`src/sv/rfm_pkg.sv`:
```
`default_nettype none
package rfm_pkg;

    localparam int TIMER_WIDTH_DEF    = 16;
    localparam int OVERFLOW_WIDTH_DEF = 16;
    localparam int CAPTURE_W          = 16;
    localparam int CLK_W              = 27;
    localparam int FREQ_W             = 14;
    localparam int DIGIT_W            = 4;
    localparam int PERIOD_W           = 32;
    localparam int QUEUE_DEPTH        = 2;

    localparam logic [CLK_W-1:0]  CLOCK_HZ_RESET = 27'd11059200;
    localparam logic [FREQ_W-1:0] FREQ_MAX       = 14'd9999;
    localparam logic [DIGIT_W-1:0] DIGIT_MAX     = 4'd9;

    // f / 10 == (f * 52429) >> 19 for every f below 43690
    localparam logic [15:0] DIV10_MUL   = 16'd52429;
    localparam int          DIV10_SHIFT = 19;

    localparam logic OP_TICK = 1'b0;
    localparam logic OP_EDGE = 1'b1;

    typedef struct packed {
        logic empty;
        logic full;
    } t_q_stat;

endpackage
`default_nettype wire

```
`src/sv/rfm_front.sv`:
```
`default_nettype none
module rfm_front
    import rfm_pkg::*;
#(
    parameter int TIMER_WIDTH    = TIMER_WIDTH_DEF,
    parameter int OVERFLOW_WIDTH = OVERFLOW_WIDTH_DEF
) (
    input  wire logic                                i_clk,
    input  wire logic                                i_rst_n,
    input  wire logic                                i_push,
    input  wire logic                                i_opcode,
    input  wire logic [CAPTURE_W-1:0]                i_capture_value,
    input  wire t_q_stat                             i_q_stat,
    output logic                                     o_full,
    output logic                                     o_q_push,
    output logic [TIMER_WIDTH+OVERFLOW_WIDTH-1:0]    o_q_period
);

    localparam int PW = TIMER_WIDTH + OVERFLOW_WIDTH;
    localparam int CW = (TIMER_WIDTH < CAPTURE_W) ? TIMER_WIDTH : CAPTURE_W;

    logic [TIMER_WIDTH-1:0]    r_prev, n_prev;
    logic [OVERFLOW_WIDTH-1:0] r_ovf, n_ovf;
    logic                      r_have_prev, n_have_prev;

    logic                   accept;
    logic [TIMER_WIDTH-1:0] cap;
    logic [PW-1:0]          high;
    logic [PW-1:0]          prev_ext;

    assign accept   = i_push && !i_q_stat.full;
    assign o_full   = i_q_stat.full;
    assign cap      = TIMER_WIDTH'(i_capture_value[CW-1:0]);
    assign high     = {r_ovf, cap};
    assign prev_ext = PW'(r_prev);

    // a capture below the previous one with no overflow between reads as zero period
    assign o_q_period = (high >= prev_ext) ? (high - prev_ext) : '0;
    assign o_q_push   = accept && (i_opcode == OP_EDGE) && r_have_prev;

    always_comb begin
        n_prev      = r_prev;
        n_ovf       = r_ovf;
        n_have_prev = r_have_prev;
        if (accept) begin
            if (i_opcode == OP_TICK) begin
                if (r_ovf != '1) begin
                    n_ovf = r_ovf + 1'b1;
                end
            end else begin
                n_prev      = cap;
                n_ovf       = '0;
                n_have_prev = 1'b1;
            end
        end
    end

    always_ff @(posedge i_clk) begin
        if (!i_rst_n) begin
            r_prev      <= '0;
            r_ovf       <= '0;
            r_have_prev <= 1'b0;
        end else begin
            r_prev      <= n_prev;
            r_ovf       <= n_ovf;
            r_have_prev <= n_have_prev;
        end
    end

    a_push_only_on_edge: assert property (@(posedge i_clk) disable iff (!i_rst_n)
        o_q_push |-> (accept && r_have_prev && i_opcode == OP_EDGE))
        else $error("period pushed without a second edge");

    a_edge_restarts: assert property (@(posedge i_clk) disable iff (!i_rst_n)
        (accept && i_opcode == OP_EDGE) |=> (r_ovf == '0 && r_have_prev))
        else $error("edge did not restart the overflow count");

endmodule
`default_nettype wire

```
`src/sv/rfm_queue.sv`:
```
`default_nettype none
module rfm_queue
    import rfm_pkg::*;
#(
    parameter int WIDTH = TIMER_WIDTH_DEF + OVERFLOW_WIDTH_DEF
) (
    input  wire logic             i_clk,
    input  wire logic             i_rst_n,
    input  wire logic             i_push,
    input  wire logic [WIDTH-1:0] i_data,
    input  wire logic             i_pop,
    output t_q_stat               o_stat,
    output logic [WIDTH-1:0]      o_data
);

    localparam int PTR_W = (QUEUE_DEPTH > 1) ? $clog2(QUEUE_DEPTH) : 1;
    localparam int CNT_W = $clog2(QUEUE_DEPTH + 1);

    logic [WIDTH-1:0] r_mem [QUEUE_DEPTH];
    logic [PTR_W-1:0] r_wptr, n_wptr;
    logic [PTR_W-1:0] r_rptr, n_rptr;
    logic [CNT_W-1:0] r_count, n_count;

    logic do_push;
    logic do_pop;

    assign o_stat.empty = (r_count == '0);
    assign o_stat.full  = (r_count == CNT_W'(QUEUE_DEPTH));
    assign do_push      = i_push && !o_stat.full;
    assign do_pop       = i_pop && !o_stat.empty;
    assign o_data       = r_mem[r_rptr];

    always_comb begin
        n_wptr  = r_wptr;
        n_rptr  = r_rptr;
        n_count = r_count;
        if (do_push) begin
            n_wptr = (r_wptr == PTR_W'(QUEUE_DEPTH - 1)) ? '0 : r_wptr + 1'b1;
        end
        if (do_pop) begin
            n_rptr = (r_rptr == PTR_W'(QUEUE_DEPTH - 1)) ? '0 : r_rptr + 1'b1;
        end
        if (do_push && !do_pop) begin
            n_count = r_count + 1'b1;
        end else if (do_pop && !do_push) begin
            n_count = r_count - 1'b1;
        end
    end

    always_ff @(posedge i_clk) begin
        if (do_push) begin
            r_mem[r_wptr] <= i_data;
        end
    end

    always_ff @(posedge i_clk) begin
        if (!i_rst_n) begin
            r_wptr  <= '0;
            r_rptr  <= '0;
            r_count <= '0;
        end else begin
            r_wptr  <= n_wptr;
            r_rptr  <= n_rptr;
            r_count <= n_count;
        end
    end

endmodule
`default_nettype wire

```
`src/sv/rfm_back.sv`:
```
`default_nettype none
module rfm_back
    import rfm_pkg::*;
#(
    parameter int PW = TIMER_WIDTH_DEF + OVERFLOW_WIDTH_DEF
) (
    input  wire logic                i_clk,
    input  wire logic                i_rst_n,
    input  wire logic                i_cfg_wr_en,
    input  wire logic [CLK_W-1:0]    i_cfg_wr_data,
    input  wire t_q_stat             i_q_stat,
    input  wire logic [PW-1:0]       i_q_period,
    output logic                     o_q_pop,
    input  wire logic                i_pop,
    output logic                     o_empty,
    output logic [FREQ_W-1:0]        o_frequency_hz,
    output logic [DIGIT_W-1:0]       o_digit_thousands,
    output logic [DIGIT_W-1:0]       o_digit_hundreds,
    output logic [DIGIT_W-1:0]       o_digit_tens,
    output logic [DIGIT_W-1:0]       o_digit_ones,
    output logic                     o_saturated,
    output logic [PERIOD_W-1:0]      o_period_ticks
);

    localparam int RW     = PW + 1;
    localparam int CNT_W  = $clog2(CLK_W);
    localparam int PROD_W = FREQ_W + DIV10_SHIFT;
    localparam int DIGS_W = 4 * DIGIT_W;

    localparam logic [2:0] S_IDLE  = 3'd0;
    localparam logic [2:0] S_DIV   = 3'd1;
    localparam logic [2:0] S_CLAMP = 3'd2;
    localparam logic [2:0] S_DIG   = 3'd3;
    localparam logic [2:0] S_HOLD  = 3'd4;

    logic [2:0]          r_state;
    logic [CLK_W-1:0]    r_clock_hz;
    logic [PW-1:0]       r_div;
    logic [PW-1:0]       r_rem;
    logic [CLK_W-1:0]    r_quo;
    logic [CNT_W-1:0]    r_cnt;
    logic [1:0]          r_dcnt;
    logic [FREQ_W-1:0]   r_f;
    logic [FREQ_W-1:0]   r_freq;
    logic                r_sat;
    logic [DIGS_W-1:0]   r_digits;
    logic [PERIOD_W-1:0] r_period;

    logic                r_out_valid;
    logic [FREQ_W-1:0]   r_o_freq;
    logic [DIGS_W-1:0]   r_o_dig;
    logic                r_o_sat;
    logic [PERIOD_W-1:0] r_o_period;

    logic [63:0]         period64;
    logic [PERIOD_W-1:0] period32;
    logic [RW-1:0]       rem_sh;
    logic [RW-1:0]       div_ext;
    logic [RW-1:0]       rem_sub;
    logic                ge;
    logic                quo_big;
    logic [PROD_W-1:0]   prod;
    logic [FREQ_W-1:0]   tenq;
    logic [FREQ_W-1:0]   rest;

    assign period64 = 64'(i_q_period);
    assign period32 = (|period64[63:PERIOD_W]) ? '1 : period64[PERIOD_W-1:0];

    // restoring divide: one quotient bit a cycle, dividend shifts out of r_quo
    assign rem_sh  = {r_rem, r_quo[CLK_W-1]};
    assign div_ext = {1'b0, r_div};
    assign ge      = (rem_sh >= div_ext);
    assign rem_sub = rem_sh - div_ext;
    assign quo_big = (r_quo > CLK_W'(FREQ_MAX));

    // peel one decimal digit a cycle, ones first
    assign prod = PROD_W'(r_f) * PROD_W'(DIV10_MUL);
    assign tenq = prod[PROD_W-1:DIV10_SHIFT];
    assign rest = r_f - ((tenq << 3) + (tenq << 1));

    assign o_q_pop = (r_state == S_IDLE) && !i_q_stat.empty;

    always_ff @(posedge i_clk) begin
        if (!i_rst_n) begin
            r_state     <= S_IDLE;
            r_out_valid <= 1'b0;
            r_clock_hz  <= CLOCK_HZ_RESET;
        end else begin
            if (i_cfg_wr_en) begin
                r_clock_hz <= i_cfg_wr_data;
            end
            if (i_pop && r_out_valid) begin
                r_out_valid <= 1'b0;
            end
            unique case (r_state)
                S_IDLE: begin
                    if (!i_q_stat.empty) begin
                        r_div    <= i_q_period;
                        r_rem    <= '0;
                        r_quo    <= r_clock_hz;
                        r_cnt    <= '0;
                        r_dcnt   <= '0;
                        r_period <= period32;
                        if (i_q_period == '0) begin
                            r_freq  <= FREQ_MAX;
                            r_f     <= FREQ_MAX;
                            r_sat   <= 1'b1;
                            r_state <= S_DIG;
                        end else begin
                            r_state <= S_DIV;
                        end
                    end
                end
                S_DIV: begin
                    r_rem <= ge ? rem_sub[PW-1:0] : rem_sh[PW-1:0];
                    r_quo <= {r_quo[CLK_W-2:0], ge};
                    r_cnt <= r_cnt + 1'b1;
                    if (r_cnt == CNT_W'(CLK_W - 1)) begin
                        r_state <= S_CLAMP;
                    end
                end
                S_CLAMP: begin
                    r_freq  <= quo_big ? FREQ_MAX : r_quo[FREQ_W-1:0];
                    r_f     <= quo_big ? FREQ_MAX : r_quo[FREQ_W-1:0];
                    r_sat   <= quo_big;
                    r_state <= S_DIG;
                end
                S_DIG: begin
                    r_f      <= tenq;
                    r_digits <= {rest[DIGIT_W-1:0], r_digits[DIGS_W-1:DIGIT_W]};
                    r_dcnt   <= r_dcnt + 1'b1;
                    if (r_dcnt == 2'd3) begin
                        r_state <= S_HOLD;
                    end
                end
                S_HOLD: begin
                    // wait here until the result register is free
                    if (!r_out_valid) begin
                        r_o_freq    <= r_freq;
                        r_o_dig     <= r_digits;
                        r_o_sat     <= r_sat;
                        r_o_period  <= r_period;
                        r_out_valid <= 1'b1;
                        r_state     <= S_IDLE;
                    end
                end
                default: begin
                    r_state <= S_IDLE;
                end
            endcase
        end
    end

    assign o_empty           = !r_out_valid;
    assign o_frequency_hz    = r_o_freq;
    assign o_digit_thousands = r_o_dig[4*DIGIT_W-1:3*DIGIT_W];
    assign o_digit_hundreds  = r_o_dig[3*DIGIT_W-1:2*DIGIT_W];
    assign o_digit_tens      = r_o_dig[2*DIGIT_W-1:DIGIT_W];
    assign o_digit_ones      = r_o_dig[DIGIT_W-1:0];
    assign o_saturated       = r_o_sat;
    assign o_period_ticks    = r_o_period;

    a_sat_means_max: assert property (@(posedge i_clk) disable iff (!i_rst_n)
        (r_out_valid && r_o_sat) |-> (r_o_freq == FREQ_MAX))
        else $error("saturated word without full-scale frequency");

    a_pop_starts_work: assert property (@(posedge i_clk) disable iff (!i_rst_n)
        o_q_pop |=> (r_state != S_IDLE))
        else $error("period taken from queue but no work started");

    a_digits_decimal: assert property (@(posedge i_clk) disable iff (!i_rst_n)
        r_out_valid |-> (o_digit_thousands <= DIGIT_MAX && o_digit_hundreds <= DIGIT_MAX
                         && o_digit_tens <= DIGIT_MAX && o_digit_ones <= DIGIT_MAX))
        else $error("digit out of decimal range");

endmodule
`default_nettype wire

```
`src/sv/reciprocal_frequency_meter.sv`:
```
// Reciprocal frequency meter.
// Input queue: i_push / o_full. Each word is an event: i_opcode 0 is a timer
// overflow tick, 1 is a rising-edge capture with the timer count on
// i_capture_value. Ticks and the first edge only update the front state.
// Every later edge yields one result word: period in timer ticks, the
// frequency i_cfg clock_hz / period saturated at 9999, its four decimal
// digits, and a saturation flag (also set for a zero period).
// Result queue: o_empty / i_pop; the oldest word stays on the ports until popped.
// The clock_hz register is written with i_cfg_wr_en / i_cfg_wr_data; the user
// must write it only while idle, the block does not enforce this. A period
// passes the front, the queue, the bit-serial divider (one quotient bit per
// cycle), the clamp, the digit peeling and the output load; a zero period
// skips the divider. A new period is taken only after the last result is
// loaded; ticks go in every cycle while the two-entry period queue has room.
// When the receiver stalls the result register holds, the back end finishes
// its current period and waits, and o_full rises once the queue fills.
// Reset: clock_hz returns to 11059200, the previous capture, overflow count
// and the queues are cleared.
`default_nettype none
module reciprocal_frequency_meter
    import rfm_pkg::*;
#(
    parameter int TIMER_WIDTH    = TIMER_WIDTH_DEF,
    parameter int OVERFLOW_WIDTH = OVERFLOW_WIDTH_DEF
) (
    input  wire logic                 i_clk,
    input  wire logic                 i_rst_n,
    input  wire logic                 i_cfg_wr_en,
    input  wire logic [CLK_W-1:0]     i_cfg_wr_data,
    input  wire logic                 i_push,
    output logic                      o_full,
    input  wire logic                 i_opcode,
    input  wire logic [CAPTURE_W-1:0] i_capture_value,
    output logic                      o_empty,
    input  wire logic                 i_pop,
    output logic [FREQ_W-1:0]         o_frequency_hz,
    output logic [DIGIT_W-1:0]        o_digit_thousands,
    output logic [DIGIT_W-1:0]        o_digit_hundreds,
    output logic [DIGIT_W-1:0]        o_digit_tens,
    output logic [DIGIT_W-1:0]        o_digit_ones,
    output logic                      o_saturated,
    output logic [PERIOD_W-1:0]       o_period_ticks
);

    localparam int PW = TIMER_WIDTH + OVERFLOW_WIDTH;

    t_q_stat       q_stat;
    logic          q_push;
    logic [PW-1:0] q_in_period;
    logic [PW-1:0] q_out_period;
    logic          q_pop;

    rfm_front #(
        .TIMER_WIDTH    (TIMER_WIDTH),
        .OVERFLOW_WIDTH (OVERFLOW_WIDTH)
    ) u_front (
        .i_clk           (i_clk),
        .i_rst_n         (i_rst_n),
        .i_push          (i_push),
        .i_opcode        (i_opcode),
        .i_capture_value (i_capture_value),
        .i_q_stat        (q_stat),
        .o_full          (o_full),
        .o_q_push        (q_push),
        .o_q_period      (q_in_period)
    );

    rfm_queue #(
        .WIDTH (PW)
    ) u_queue (
        .i_clk   (i_clk),
        .i_rst_n (i_rst_n),
        .i_push  (q_push),
        .i_data  (q_in_period),
        .i_pop   (q_pop),
        .o_stat  (q_stat),
        .o_data  (q_out_period)
    );

    rfm_back #(
        .PW (PW)
    ) u_back (
        .i_clk             (i_clk),
        .i_rst_n           (i_rst_n),
        .i_cfg_wr_en       (i_cfg_wr_en),
        .i_cfg_wr_data     (i_cfg_wr_data),
        .i_q_stat          (q_stat),
        .i_q_period        (q_out_period),
        .o_q_pop           (q_pop),
        .i_pop             (i_pop),
        .o_empty           (o_empty),
        .o_frequency_hz    (o_frequency_hz),
        .o_digit_thousands (o_digit_thousands),
        .o_digit_hundreds  (o_digit_hundreds),
        .o_digit_tens      (o_digit_tens),
        .o_digit_ones      (o_digit_ones),
        .o_saturated       (o_saturated),
        .o_period_ticks    (o_period_ticks)
    );

endmodule
`default_nettype wire

```
`config.mk`:
```
export PLATFORM = sky130hd
export DESIGN_NAME = reciprocal_frequency_meter
export DESIGN_NICKNAME = d
export VERILOG_FILES = /design/src/sv/rfm_pkg.sv /design/src/sv/rfm_front.sv /design/src/sv/rfm_queue.sv /design/src/sv/rfm_back.sv /design/src/sv/reciprocal_frequency_meter.sv
export SDC_FILE = /design/constraint.sdc
export NUM_CORES = 1
export LEC_CHECK = 0
export BUFFER_PORTS_ARGS = -buffer_cell sky130_fd_sc_hd__buf_2
export CAP_MARGIN = 20
export CORE_ASPECT_RATIO = 1.75
export CORE_UTILIZATION = 62
export CTS_CLUSTER_SIZE = 8
export DETAILED_ROUTE_END_ITERATION = 12
export PLACE_DENSITY = 0.82
export REMOVE_ABC_BUFFERS = 1
export SYNTH_ARGS = -nofsm -noshare
export SYNTH_HDL_FRONTEND = slang
export SYNTH_HIERARCHICAL = 1
export SYNTH_SLANG_ARGS = --single-unit
```
`constraint.sdc`:
```
create_clock -name i_clk -period 7 [get_ports i_clk]
set_clock_uncertainty 0.15 [all_clocks]
set_input_delay 0.7 -clock i_clk [delete_from_list [all_inputs] [get_ports i_clk]]
set_output_delay 0.7 -clock i_clk [all_outputs]
set_load 0.005 [all_outputs]
```
Yosys cells after proc, flatten, opt, wreduce, memory -nomap -nowiden

Memory sizes are Yosys's and may differ from the RTL's. A register that Yosys moved wholly into a read port is not among the register bits.
Cells that the tools add are included.

Add/sub/neg operators: 11
$mul: 1
Magnitude comparators: 3
Equality and inequality tests: 13
Multiplexer cells: 37
Bitwise operators: 2
Reductions and logical operators: 33

Operators by type and width:

| cell                     | number |
|---|---|
| $mux W32                 | 3 |
| $pmux W32 S2             | 1 |
| $pmux W27 S2             | 1 |
| $mux W14                 | 3 |
| $pmux W14 S3             | 1 |
| $ge A33 B32 Y1           | 1 |
| $ge A32 B16 Y1           | 1 |
| $logic_not A32 Y1        | 1 |
| $mux W16                 | 2 |
| $sub A32 B16 Y32         | 1 |
| $sub A32 B32 Y32         | 1 |
| $mul A14 B16 Y30 const B | 1 |
| $pmux W14 S2             | 1 |
| $gt A27 B14 Y1 const B   | 1 |
| $mux W27                 | 1 |
| $add A16 B1 Y16 const B  | 1 |
| $ne A16 B16 Y1 const B   | 1 |
| $pmux W3 S5              | 1 |
| $mux W3                  | 4 |
| $reduce_and A3 Y1        | 4 |
| $reduce_and A4 Y1        | 3 |
| $mux W1                  | 11 |
| $pmux W5 S2              | 1 |
| $reduce_bool A2 Y1       | 5 |
| 24 further kinds         | 49 |

Register bits: 274
Bits in writable memories: 64
Input port bits: 49
Output and inout port bits: 65
Memories: 1

Memories:

| name          | depth | bits a word | rd ports | clocked after memory_dff | write ports | RTL line        | text |
|---|---|---|---|---|---|---|---|
| u_queue.r_mem | 2     | 32          | 1        | 1                        | 1           | rfm_queue.sv:19 | `logic [WIDTH-1:0] r_mem [QUEUE_DEPTH];` |

Depth between registers and ports, before layout

Depth after elaboration: 10
Mapped depth: 23

Cells and area by module

The synthesis kept the hierarchy.

By module, submodules not included:

| module    | times used | cells an instance | area each (µm²) | sequential area each (µm²) |
|---|---|---|---|---|
| rfm_back  | 1          | 1,269             | 14,463.9        | 6,806.5 |
| rfm_front | 1          | 388               | 2,780.2         | 660.6 |
| rfm_queue | 1          | 125               | 2,536.2         | 2,021.9 |

Worst setup path after synthesis

No wires, ideal clock.

Kind: input-to-reg
From: input i_rst_n
To: register u_back.r_cnt[0], enable pin
Arrival: 5.127 ns
Setup slack: 1.158 ns
Stages on the path: 2
Cells stage by stage: nand2b_1 -> nor3_1

Longest elaborated chain between the ends: 1

Ends and longest elaborated chain:

| element                     | RTL line                         | text |
|---|---|---|
| start: declaration          | reciprocal_frequency_meter.sv:27 | `input wire logic i_rst_n,` |
| $reduce_and A3 Y1 (no line) | n/a                              |  |
| end signal: assignment      | rfm_back.sv:117                  | `r_cnt <= r_cnt + 1'b1;` |
| end: declaration            | rfm_back.sv:41                   | `logic [CNT_W-1:0] r_cnt;` |

No other way between the ends.
A chain may end at the register's enable or synchronous reset.

Final worst setup path

From: register u_back.r_f[12]
To: register u_back.r_f[9], data pin

Longest elaborated chain between the ends: 2

Ends and longest elaborated chain:

| element                  | RTL line        | text |
|---|---|---|
| start: declaration       | rfm_back.sv:43  | `logic [FREQ_W-1:0] r_f;` |
| start signal: assignment | rfm_back.sv:124 | `r_f <= quo_big ? FREQ_MAX : r_quo[FREQ_W-1:0];` |
| start signal: assignment | rfm_back.sv:129 | `r_f <= tenq;` |
| $mul A14 B16 Y30         | rfm_back.sv:77  | `assign prod = PROD_W'(r_f) * PROD_W'(DIV10_MUL);` |
| $pmux W14 S3             | rfm_back.sv:95  | `unique case (r_state)` |

No other way between the ends.

==> flow_summary.json <==
{
  "status": "finished, final reports clean",
  "relSlewSlack_pct": 33.38,
  "ys_warn_count": 6,
  "place_hpwl_um": 34900,
  "crit_fanout": 5,
  "ios": 114,
  "final_area_mm2": 0.02207,
  "dr.pass1.iters": 5,
  "grt-ovfl-total": 0,
  "area_growth_syn_to_layout_pct": 11.58,
  "cp-end-kind": "flip-flop",
  "setup_viol": 0,
  "critPathRequiredTime_ns": 7.14,
  "initialDrtViolationCount": 672,
  "final_common_cell": "edfxtp_1",
  "fp.dieArea_mm2": 0.03265,
  "worst_slew_pin_slew_ns": 0.9970,
  "reg2reg_slack_ns": 0.62,
  "yosysTopAreaCellShare_pct": 40.99,
  "synth_edf_count": 270,
  "fp.dieW_um": 137.0,
  "initial_core_util_pct": 62.95,
  "grt_pass1_vias": 14600,
  "crit_start": "u_back/r_f[12]",
  "die_h_um": 238.3,
  "netlist_area_mm2": 0.01978,
  "synth_cells": 1782,
  "r2r-start": "u_back/r_f[12]",
  "grt.total_usage_pct": 29.77,
  "wl_um": 47020,
  "drc": 0,
  "antenna_found_initial": 0,
  "cap_viol_max_count": 0,
  "post-place-ws_ns": 0.6763,
  "gp_congestion": 0.9727,
  "tns_ns": 0,
  "syn_avg_cell_area_um2": 11.10,
  "grt_pass1_wl_um": 74230,
  "post_cts_resize_count": 0,
  "nets": 2165,
  "cp_common_cell": "inv_1",
  "ant_nets": 0,
  "synth_area_leaders": "edfxtp_1 41%, ha_1 10%, dfxtp_1 7.0%, fa_1 5.5%, nand2_1 3.5%",
  "setup_slack_ns": 0.6167,
  "vias": 14110,
  "path_cells": "inv_1 > ha_1 > inv_1 > fa_1 > inv_1 > fa_1 > fa_1 > inv_1 > fa_1 > inv_1 > fa_1 > inv_1 > ha_1 > and4_1 > nand2_1 > a311o_1 > a32oi_1 > a221o_1 > a21o_1 > a2111oi_0 > nor2_1",
  "crit_arrival_ns": 6.53,
  "wl_per_cell_um": 20.20,
  "grt_max_degree": 65,
  "cp_slowest_cell": "fa_1",
  "htree_levels": 2,
  "crit_type": "flip-flop to flip-flop",
  "start_kind": "flip-flop",
  "vdd_drop_max_uv": 499.3,
  "cts_hold_buffers": 0,
  "min_path_type": "input port to flip-flop",
  "cts-root-buf": "clkbuf_16",
  "core_mm2": 0.03142,
  "r2r_cells": 21,
  "p_per_area_mw_per_mm2": 355.6,
  "insertion_delay_ns": 0.57,
  "ys_types": 93,
  "clock_path_buffers": 3,
  "rsz0062_at_grt": "no",
  "cts.clk_slew.worst_paths_ns": 0.05,
  "maxSlewViolCount": 0,
  "async_reset_ff_share_pct": 0,
  "clock-sinks": 339,
  "min_path_cells": 2,
  "antenna_cells": 0,
  "p_leak_nw": 9.085,
  "hold_viol": 0,
  "rows": 86,
  "synth.ff_latch_count": 339,
  "critPathCapture": "u_back/r_f[9]",
  "place_area_mm2": 0.02070,
  "fmax_ghz": 0.1567,
  "cts_made_buffers": 48,
  "reg2reg_to": "u_back/r_f[9]",
  "ys.flop_type": "edfxtp_1",
  "cts_tree": "yes",
  "period_needed_ns": 6.383,
  "io_buffers": 113,
  "drive_gt1_share_pct": 14.08,
  "whs_ns": 0.1977,
  "avgViaCountPerCell": 6.062,
  "synth_top_area_cell": "edfxtp_1",
  "max_stage_delay_ns": 0.65,
  "yosysSeqAreaShare_pct": 47.97,
  "layout_common_cells": "270 x edfxtp_1, 186 x nand2_1, 168 x inv_1",
  "fin_crit_sh_pct": 91.19,
  "post-cts-setup-buffers": 0,
  "p_total_mw": 7.849
}
-- stage by stage --
step	std cells	utilization, %
finish	2328	70.24
detailed placement	2245	65.88
global route	2328	70.24
floorplan	1722	-
global placement	2245	65.88
CTS	2327	70.23
-- critical path: cells and delay by family (launching register included) --
family	cells	cell delay, ns
adders and majority gates	7	3.32
DFF	1	0.44
buffers and inverters	6	0.39
and+or+nand+nor	3	0.39
AOI/OAI and AO/OA	5	1.45
-- layer usage --
layer | track usage [%] | wire length, um | vias up
met5 | 0 | 0 | -
met4 | 20.55 | 3288 | 0
met3 | 5.587 | 2490 | 205
met2 | 54.41 | 25470 | 492
met1 | 29.68 | 15780 | 6795
li1 | - | - | 6621
-- registers in the layout, indices dropped and copies added (netlist names), 2 cells and up, named ones only --
name / flops
u_queue/r_count: 2
u_back/r_quo: 27
u_back/r_f: 14
u_back/r_clock_hz: 27
u_back/o_period_ticks: 32
u_front/r_prev: 16
u_back/o_frequency_hz: 14
u_back/r_period: 32
u_front/r_ovf: 16
u_back/r_state: 3
u_back/r_dcnt: 2
u_back/r_o_dig: 16
u_back/r_rem: 32
u_queue/r_mem: 64
u_back/r_cnt: 5
u_back/r_digits: 16
u_back/r_freq: 14
-- cell type report --
| type | count | area [um^2] |
|---|---|---|
| inverters | 169 | 634.4 |
| fillers | 2237 | 9350 |
| clock inverters | 4 | 52.55 |
| multi-input cells | 1214 | 9409 |
| well taps | 396 | 495.5 |
| clock buffers | 78 | 1314 |
| repair buffers | 128 | 675.6 |
| flip-flops and latches | 339 | 9489 |
-- report_power, final --
part	internal [mW]	total, mW	switching (mW)
combinational	1.38	3.29	1.91
sequential	2.38	2.45	0.0750
clock	1.27	2.10	0.832
-- Yosys cell counts, drive strengths merged (4+ instances only) --
cell type	n
xnor2	34
or2	6
mux2	42
and2	15
clkbuf	34
inv	169
mux2i	28
nand4	15
xor2	35
o31ai	6
o21bai	5
and4	6
edfxtp	270
nor3	25
nor4	19
nor2	104
nand2	186
nand3	47
a31oi	8
a211oi	17
a21oi	89
a21o	23
and3	30
fa	54
o211ai	29
a2111oi	4
or3	11
dfxtp	69
o21a	19
nor3b	5
nor2b	33
o211a	4
buf	26
a21boi	27
nand2b	20
or4	6
o21ai	50
ha	162
-- kinds of logic after synthesis --
kind of cell | synth area share, %
muxes | 3.808
and+or+nand+nor | 13.55
buffers and inverters | 4.643
AOI/OAI and AO/OA | 11.26
DFF | 47.97
adders and majority gates | 15.71
xor gates and xnor gates | 3.055
-- worst min path at each step --
stage / startpoint / endpoint / slack, ns
after detailed placement: u_back/r_digits[3] / u_back/r_o_dig[3] / 0.26
final: i_pop / u_back/r_out_valid / 0.20
after floorplan: u_back/r_freq[0] / u_back/o_frequency_hz[0] / 0.25
after CTS: i_pop / u_back/r_out_valid / 0.18
after global routing: i_pop / u_back/r_out_valid / 0.19
after global placement: u_back/r_freq[12] / u_back/o_frequency_hz[12] / 0.25
No activity file was read; power rests on OpenSTA's default activity.
